[config.mk]
export PLATFORM = sky130hd
export DESIGN_NAME = lcd_4bit_nibble_sequencer
export DESIGN_NICKNAME = d
export VERILOG_FILES = /design/src/lcdns_pkg.sv /design/src/lcdns_front.sv /design/src/lcdns_queue.sv /design/src/lcdns_back.sv /design/src/lcd_4bit_nibble_sequencer.sv
export SDC_FILE = /design/constraint.sdc
export NUM_CORES = 1
export LEC_CHECK = 0
export BUFFER_PORTS_ARGS = -buffer_cell sky130_fd_sc_hd__buf_4
export CORE_MARGIN = 2
export CORE_UTILIZATION = 30
export CTS_CLUSTER_SIZE = 12
export DETAILED_ROUTE_END_ITERATION = 8
export HOLD_SLACK_MARGIN = 0.05
export PLACE_DENSITY = 0.62
export SETUP_SLACK_MARGIN = 0.02
export SKIP_CTS_REPAIR_TIMING = 1
export SYNTH_ARGS = -nofsm -noshare
export SYNTH_HDL_FRONTEND = slang
export SYNTH_SLANG_ARGS = --single-unit
[constraint.sdc]
create_clock -name aclk -period 2.4 [get_ports aclk]
set_clock_uncertainty 0.2 [all_clocks]
set_input_delay 0.48 -clock aclk [delete_from_list [all_inputs] [get_ports aclk]]
set_output_delay 0.48 -clock aclk [all_outputs]
set_load 0.02 [all_outputs]
[src/lcdns_pkg.sv]
// Shared types and constants for the LCD nibble sequencer.
// No dependencies; used by every RTL module.
package lcdns_pkg;

    localparam int unsigned WAIT_W    = 13;
    localparam int unsigned CFG_W     = 16;
    localparam int unsigned CFG_IDX_W = 1;
    localparam int unsigned INIT_LEN  = 14;
    localparam int unsigned STEP_W    = $clog2(INIT_LEN);
    localparam int unsigned QDEPTH    = 2;
    localparam int unsigned QPTR_W    = $clog2(QDEPTH);
    localparam int unsigned QCNT_W    = $clog2(QDEPTH + 1);

    localparam logic [CFG_IDX_W-1:0] CFG_PULSE_HIGH = 1'd0;
    localparam logic [CFG_IDX_W-1:0] CFG_PULSE_LOW  = 1'd1;
    localparam logic [CFG_W-1:0]     PULSE_RESET    = 16'd1000;

    localparam logic [WAIT_W-1:0] WAIT_NONE = 13'd0;
    localparam logic [WAIT_W-1:0] WAIT_LONG = 13'd1500;

    typedef enum logic [2:0] {
        ACT_INIT  = 3'd0,
        ACT_CHAR  = 3'd1,
        ACT_CLEAR = 3'd2,
        ACT_HOME  = 3'd3,
        ACT_SHIFT = 3'd4,
        ACT_LINE2 = 3'd5
    } action_t;

    typedef enum logic {
        CMD_PAIR = 1'b0,
        CMD_INIT = 1'b1
    } cmd_kind_t;

    // One queued command: either the power-up run or a byte sent as two nibbles.
    typedef struct packed {
        cmd_kind_t         kind;
        logic              rs;
        logic [7:0]        data;
        logic [WAIT_W-1:0] wait_lo;
    } cmd_t;

    typedef struct packed {
        logic valid;
        cmd_t cmd;
    } push_t;

    localparam logic [3:0] INIT_NIB [INIT_LEN] = '{
        4'h3, 4'h3, 4'h3, 4'h2, 4'h2, 4'h8, 4'h0,
        4'h8, 4'h0, 4'h1, 4'h0, 4'h6, 4'h0, 4'hC
    };
    localparam logic [WAIT_W-1:0] INIT_WAIT [INIT_LEN] = '{
        13'd4200, 13'd110, 13'd110, 13'd110, 13'd0, 13'd55, 13'd0,
        13'd55, 13'd0, 13'd1500, 13'd0, 13'd55, 13'd0, 13'd55
    };

endpackage

[src/lcdns_front.sv]
// Front end: takes actions, tracks the UTF-8 lead flag, builds queue commands.
// Depends on lcdns_pkg.
module lcdns_front (
    input  logic                  aclk,
    input  logic                  aresetn,
    input  logic                  s_valid,
    output logic                  s_ready,
    input  logic [2:0]            s_action,
    input  logic [7:0]            s_char_byte,
    input  logic                  s_shift_right,
    input  logic                  q_full,
    output lcdns_pkg::push_t      push
);

    localparam logic [7:0] UTF8_LEAD = 8'd195;

    logic pending_reg;
    logic pending_next;
    logic accept;

    function automatic logic [7:0] remap(input logic [7:0] b);
        logic [7:0] r;
        case (b)
            8'ha4, 8'h84: r = 8'hE1;
            8'hb6, 8'h96: r = 8'hEF;
            8'hbc, 8'h9c: r = 8'hF5;
            8'h9f:        r = 8'hE2;
            default:      r = 8'hFF;
        endcase
        return r;
    endfunction

    assign s_ready = !q_full;
    assign accept  = s_valid && s_ready;

    always_comb begin
        push.valid       = 1'b0;
        push.cmd.kind    = lcdns_pkg::CMD_PAIR;
        push.cmd.rs      = 1'b0;
        push.cmd.data    = 8'h00;
        push.cmd.wait_lo = lcdns_pkg::WAIT_NONE;
        pending_next     = pending_reg;
        case (lcdns_pkg::action_t'(s_action))
            lcdns_pkg::ACT_INIT: begin
                push.valid    = accept;
                push.cmd.kind = lcdns_pkg::CMD_INIT;
                pending_next  = 1'b0;
            end
            lcdns_pkg::ACT_CHAR: begin
                if (s_char_byte == UTF8_LEAD) begin
                    pending_next = 1'b1;
                end else begin
                    push.valid    = accept;
                    push.cmd.rs   = 1'b1;
                    push.cmd.data = pending_reg ? remap(s_char_byte) : s_char_byte;
                    pending_next  = 1'b0;
                end
            end
            lcdns_pkg::ACT_CLEAR: begin
                push.valid       = accept;
                push.cmd.data    = 8'h01;
                push.cmd.wait_lo = lcdns_pkg::WAIT_LONG;
                pending_next     = 1'b0;
            end
            lcdns_pkg::ACT_HOME: begin
                push.valid       = accept;
                push.cmd.data    = 8'h02;
                push.cmd.wait_lo = lcdns_pkg::WAIT_LONG;
                pending_next     = 1'b0;
            end
            lcdns_pkg::ACT_SHIFT: begin
                push.valid    = accept;
                push.cmd.data = s_shift_right ? 8'h1D : 8'h19;
                pending_next  = 1'b0;
            end
            lcdns_pkg::ACT_LINE2: begin
                push.valid    = accept;
                push.cmd.data = 8'hC0;
                pending_next  = 1'b0;
            end
            default: begin
                // undefined action: dropped, flag kept
                push.valid = 1'b0;
            end
        endcase
    end

    always_ff @(posedge aclk) begin
        if (!aresetn) begin
            pending_reg <= 1'b0;
        end else if (accept) begin
            pending_reg <= pending_next;
        end
    end

endmodule

[src/lcdns_queue.sv]
// Two-entry command FIFO between front and back end.
// Depends on lcdns_pkg.
module lcdns_queue (
    input  logic                  aclk,
    input  logic                  aresetn,
    input  lcdns_pkg::push_t      push,
    output logic                  full,
    input  logic                  pop,
    output logic                  head_valid,
    output lcdns_pkg::cmd_t       head_cmd
);

    lcdns_pkg::cmd_t                   entries_reg [lcdns_pkg::QDEPTH];
    logic [lcdns_pkg::QPTR_W-1:0]      wr_ptr_reg;
    logic [lcdns_pkg::QPTR_W-1:0]      rd_ptr_reg;
    logic [lcdns_pkg::QCNT_W-1:0]      count_reg;
    logic [lcdns_pkg::QCNT_W-1:0]      count_next;
    logic                              do_push;
    logic                              do_pop;

    assign full       = (count_reg == lcdns_pkg::QCNT_W'(lcdns_pkg::QDEPTH));
    assign head_valid = (count_reg != '0);
    assign head_cmd   = entries_reg[rd_ptr_reg];
    assign do_push    = push.valid && !full;
    assign do_pop     = pop && head_valid;

    always_comb begin
        count_next = count_reg;
        if (do_push && !do_pop) begin
            count_next = count_reg + 1'b1;
        end else if (do_pop && !do_push) begin
            count_next = count_reg - 1'b1;
        end
    end

    always_ff @(posedge aclk) begin
        if (!aresetn) begin
            wr_ptr_reg <= '0;
            rd_ptr_reg <= '0;
            count_reg  <= '0;
        end else begin
            if (do_push) begin
                wr_ptr_reg <= wr_ptr_reg + 1'b1;
            end
            if (do_pop) begin
                rd_ptr_reg <= rd_ptr_reg + 1'b1;
            end
            count_reg <= count_next;
        end
    end

    always_ff @(posedge aclk) begin
        if (do_push) begin
            entries_reg[wr_ptr_reg] <= push.cmd;
        end
    end

endmodule

[src/lcdns_back.sv]
// Back end: steps the head command into nibble transactions on the output register.
// Depends on lcdns_pkg.
module lcdns_back (
    input  logic                                aclk,
    input  logic                                aresetn,
    input  logic                                head_valid,
    input  lcdns_pkg::cmd_t                     head_cmd,
    output logic                                pop,
    output logic                                m_valid,
    input  logic                                m_ready,
    output logic                                m_reg_select,
    output logic [3:0]                          m_nibble,
    output logic [lcdns_pkg::WAIT_W-1:0]        m_extra_wait_us,
    output logic                                m_last
);

    localparam logic [lcdns_pkg::STEP_W-1:0] INIT_END =
        lcdns_pkg::STEP_W'(lcdns_pkg::INIT_LEN - 1);

    logic [lcdns_pkg::STEP_W-1:0]  step_reg;
    logic                          valid_reg;
    logic                          rs_reg;
    logic [3:0]                    nib_reg;
    logic [lcdns_pkg::WAIT_W-1:0]  wait_reg;
    logic                          last_reg;

    logic                          load;
    logic [3:0]                    nib_cur;
    logic [lcdns_pkg::WAIT_W-1:0]  wait_cur;
    logic                          last_cur;

    always_comb begin
        if (head_cmd.kind == lcdns_pkg::CMD_INIT) begin
            nib_cur  = lcdns_pkg::INIT_NIB[step_reg];
            wait_cur = lcdns_pkg::INIT_WAIT[step_reg];
            last_cur = (step_reg == INIT_END);
        end else begin
            nib_cur  = step_reg[0] ? head_cmd.data[3:0] : head_cmd.data[7:4];
            wait_cur = step_reg[0] ? head_cmd.wait_lo : lcdns_pkg::WAIT_NONE;
            last_cur = step_reg[0];
        end
    end

    assign load = head_valid && (!valid_reg || m_ready);
    assign pop  = load && last_cur;

    always_ff @(posedge aclk) begin
        if (!aresetn) begin
            valid_reg <= 1'b0;
            step_reg  <= '0;
        end else if (load) begin
            valid_reg <= 1'b1;
            step_reg  <= last_cur ? '0 : step_reg + 1'b1;
        end else if (m_ready) begin
            valid_reg <= 1'b0;
        end
    end

    always_ff @(posedge aclk) begin
        if (load) begin
            rs_reg   <= head_cmd.rs;
            nib_reg  <= nib_cur;
            wait_reg <= wait_cur;
            last_reg <= last_cur;
        end
    end

    assign m_valid         = valid_reg;
    assign m_reg_select    = rs_reg;
    assign m_nibble        = nib_reg;
    assign m_extra_wait_us = wait_reg;
    assign m_last          = last_reg;

endmodule

[src/lcd_4bit_nibble_sequencer.sv]
// An accepted input is written into the command queue; the back end then loads the head
// command into its single output register. Throughput: one nibble per cycle while a
// command is queued and m_ready allows; a character or command is two nibbles, init 14.
// s_ready drops only while the two-entry command queue is full.
// Reset (aresetn low, synchronous): clears the UTF-8 lead flag, the command queue and
// the output valid; pulse_high_us and pulse_low_us return to 1000.
module lcd_4bit_nibble_sequencer (
    input  logic                                  aclk,
    input  logic                                  aresetn,
    // configuration write port
    input  logic                                  cfg_we,
    input  logic [lcdns_pkg::CFG_IDX_W-1:0]       cfg_index,
    input  logic [lcdns_pkg::CFG_W-1:0]           cfg_wdata,
    // action input channel
    input  logic                                  s_valid,
    output logic                                  s_ready,
    input  logic [2:0]                            s_action,
    input  logic [7:0]                            s_char_byte,
    input  logic                                  s_shift_right,
    // nibble output channel
    output logic                                  m_valid,
    input  logic                                  m_ready,
    output logic                                  m_reg_select,
    output logic [3:0]                            m_nibble,
    output logic [lcdns_pkg::WAIT_W-1:0]          m_extra_wait_us,
    output logic                                  m_last
);

    // Pulse timing is held here for the enable pulse generator downstream;
    // it does not alter any nibble transaction.
    logic [lcdns_pkg::CFG_W-1:0] pulse_high_us_reg;
    logic [lcdns_pkg::CFG_W-1:0] pulse_low_us_reg;

    lcdns_pkg::push_t push;
    lcdns_pkg::cmd_t  head_cmd;
    logic             q_full;
    logic             head_valid;
    logic             pop;

    always_ff @(posedge aclk) begin
        if (!aresetn) begin
            pulse_high_us_reg <= lcdns_pkg::PULSE_RESET;
            pulse_low_us_reg  <= lcdns_pkg::PULSE_RESET;
        end else if (cfg_we) begin
            case (cfg_index)
                lcdns_pkg::CFG_PULSE_HIGH: pulse_high_us_reg <= cfg_wdata;
                lcdns_pkg::CFG_PULSE_LOW:  pulse_low_us_reg  <= cfg_wdata;
                default: begin
                    pulse_high_us_reg <= pulse_high_us_reg;
                end
            endcase
        end
    end

    // Front: classifies each action transaction and pushes a command; the
    // UTF-8 lead byte and undefined actions push nothing.
    lcdns_front u_front (
        .aclk          (aclk),
        .aresetn       (aresetn),
        .s_valid       (s_valid),
        .s_ready       (s_ready),
        .s_action      (s_action),
        .s_char_byte   (s_char_byte),
        .s_shift_right (s_shift_right),
        .q_full        (q_full),
        .push          (push)
    );

    // Two-deep command queue decouples input stalls from output stalls.
    lcdns_queue u_queue (
        .aclk       (aclk),
        .aresetn    (aresetn),
        .push       (push),
        .full       (q_full),
        .pop        (pop),
        .head_valid (head_valid),
        .head_cmd   (head_cmd)
    );

    // Back: walks the head command nibble by nibble into the output register.
    lcdns_back u_back (
        .aclk            (aclk),
        .aresetn         (aresetn),
        .head_valid      (head_valid),
        .head_cmd        (head_cmd),
        .pop             (pop),
        .m_valid         (m_valid),
        .m_ready         (m_ready),
        .m_reg_select    (m_reg_select),
        .m_nibble        (m_nibble),
        .m_extra_wait_us (m_extra_wait_us),
        .m_last          (m_last)
    );

endmodule

==> run metrics <==
post-synthesis cell area=2430 um2; worst-path cell chain=mux2i_4 -> mux2_4 -> nor2_4 -> inv_1 -> ha_1 -> or3_1 -> a21oi_1; Netlist cell types=a little over 50; Worst EP arrival=around 2.3 ns; routed length per instance=around 12 um; Starting DRT DRC Count=64; Via-to-Cell Ratio=4.66; status=finished clean; Final Hold Vio Count=0; Die Height=94.0 um; R2R Path End=u_queue.count_reg[1]; PD cells=801 nW/um2; Final Max Tran Viols=0; vias in the first global route=1,524; Max H-tree Level=2; count of input and output buffers=34; dpl ws=between 0.04 and 0.05 ns; Worst setup EP type=register; maximum vdd drop=250 uV; r2r setup slk=0.13 ns; layout cells sized above 1=26.4%; RSZ-0062 raised after global routing=false; minimum clock period=2.27 ns; Boundary Pins=55; drt first pass iters=5; Req. time, crit path=2.43 ns; Mapped Cells=207; Yosys reg bits=47; Vias=about 1,600; Antenna Cells=0; Area contributors post-synth=edfxtp_1 (45%), dfxtp_1 (9.1%), ha_1 (3.6%); family with the most delay on the worst path=multiplexers; worst hold start=aresetn; global route total overflow=0; routability cong.=0.839; root buffer cell=clkbuf_8; Yosys top cell area share=44.5%; core area=slightly below 8000 um2; post-layout util=37.6%; Critical Path Fanout Max=4; HP Class=input pin to register; fmax=around 0.44 GHz; FF/Latch Area=roughly 1300 um2; largest net degree at the start of global routing=18; Max Cap Viol=0; TritonCTS clock tree=yes; Mean Syn Cell Area=approximately 12 um2; Worst Hold Endpoint=u_front.pending_reg; Die ar.=8830 um2; Fillers=767; slowest CP cell=dfxtp_1; setup TNS=0 ns; first-pass GRT wire length=slightly above 7000 um; Crit Path Class=register to register; Main synth FF type=edfxtp_1; Crit path largest cell delay=0.39 ns; Async S/R FF share, synth=0%; fin area=a little under 3000 um2; EDFF count, synth=36; CTS Sinks=47; multi-input logic area=~1000 um2; max FFs per register=22; GRT Resource Usage Total=between 10% and 20%; Die Span X=94.0 um; Final Worst Setup Slack=0.134 ns; Ys Warns=0; Buffers & Inverters on Critical Path=1; Synth area leader=edfxtp_1; Worst Setup Start Kind=register; DRC=0; HPWL after DPL=3220 um; static leakage=1.10 nW; Rows=32; post-route ant nets=0; Total Wirelength=4330 um; Layout area overhead=20.5%; worst reg2reg path depth=7; NumNets Final=between 200 and 300; Clock Pin Slew Worst Setup and Hold Paths=about 0.09 ns; Final Setup Violations=0; Placed Area=2840 um2; TritonCTS buffer count=5; Final Cycle Share=a little over nine tenths; initial antenna violation count=0; hold depth=3; Initial Util=31.2%; register area share after synthesis=53.6%; Bufs on Longest Clock Path=2; Clock Latency Late Sink=0.30 ns
## cells by family after synthesis
| family | share of synthesized area, % |
|---|---|
| buffers and inverters | 5.00 |
| adders and majority gates | 3.61 |
| muxes | 8.30 |
| AOI/OAI and AO/OA | 11.0 |
| other | 0.154 |
| DFF | 53.6 |
| and+or+nand+nor | 16.1 |
| xor gates and xnor gates | 2.17 |
## placed cells by master, fill, tap and decap left out, types with 2 or more instances in the layout
cell type / synthesis / routed
xor2_1: 3 / 3
nand2_1: 16 / 16
o32a_1: 2 / 2
edfxtp_1: 36 / 36
o21ai_0: 15 / 15
ha_1: 7 / 7
o21a_1: 2 / 2
a21oi_1: 9 / 9
nor2_1: 19 / 19
nor3b_2: 2 / 2
or2_2: 2 / 2
o22ai_1: 2 / 2
o211ai_1: 2 / 2
mux4_1: 3 / 3
inv_1: 10 / 10
nor2b_1: 4 / 4
buf_4: 6 / 46
dfxtp_1: 11 / 11
nand3_1: 4 / 4
nor3_1: 3 / 3
clkbuf_8: 0 / 5
nor4_1: 2 / 2
nor3b_1: 2 / 2
mux2_2: 2 / 2
nand4bb_1: 2 / 2
mux2i_1: 4 / 4
nand2b_1: 4 / 4
and3b_1: 3 / 3
nand3b_1: 2 / 2
xnor2_1: 3 / 3
conb_1: 1 / 2
## synthesized netlist by cell type, types with 4 or more instances
library cell and count:
edfxtp_1 36, nor2_1 19, nand2_1 16, o21ai_0 15, dfxtp_1 11, inv_1 10
a21oi_1 9, ha_1 7, buf_4 6, mux2i_1 4, nand2b_1 4, nand3_1 4
nor2b_1 4
## worst reg2reg max path, cell delays in order, from the launching register on
cell and delay, ns:
dfxtp_1 0.39, mux2i_4 0.27, mux2_4 0.36, nor2_4 0.09, inv_1 0.05, ha_1 0.32, or3_1 0.38, a21oi_1 0.15
## cell type report
class | count | area share [%]
flip-flops and latches | 47 | 44.5
multi-input cells | 138 | 34.5
repair buffers | 47 | 12.5
well taps | 102 | 4.36
clock buffers | 6 | 2.48
inverters | 10 | 1.28
clock inverters | 2 | 0.385
## report_power, final
part | switching (mW) | internal [mW]
registers | 0.0572 | 1.06
clock network | 0.250 | 0.204
logic | 0.433 | 0.338
total | 0.741 | 1.60
## per-stage QoR
step / power [mW] / cells / hold WS [ns]
6_report: 2.34 / 352 / 0.255
5_1_grt: 2.48 / 352 / 0.264
4_1_cts: 2.37 / 352 / 0.245
3_5_place_dp: 1.91 / 344 / 0.272
3_3_place_gp: 1.90 / 344 / 0.261
2_1_floorplan: 1.63 / 208 / 0.251
## worst max-delay path by stage
stage | to | slack (ns) | cells past startpoint
floorplan | u_queue.count_reg[1] | 0.07 | 8
global placement | u_queue.count_reg[1] | 0.10 | 7
detailed placement | u_queue.count_reg[1] | 0.05 | 7
CTS | u_queue.count_reg[1] | 0.12 | 7
global route | u_queue.count_reg[1] | 0.02 | 9
finish | u_queue.count_reg[1] | 0.13 | 7
## routing by layer
| layer | track usage [%] | vias up | part of all wire, % |
|---|---|---|---|
| met2 | 16.7 | 48 | 46 |
| met5 | 0 | - | 0 |
| met1 | 13.6 | 747 | 47 |
| met3 | 2.33 | 8 | 5.0 |
| met4 | 5.43 | 0 | 1.8 |
| li1 | - | 838 | - |
Power figures use the tool's default switching activity.
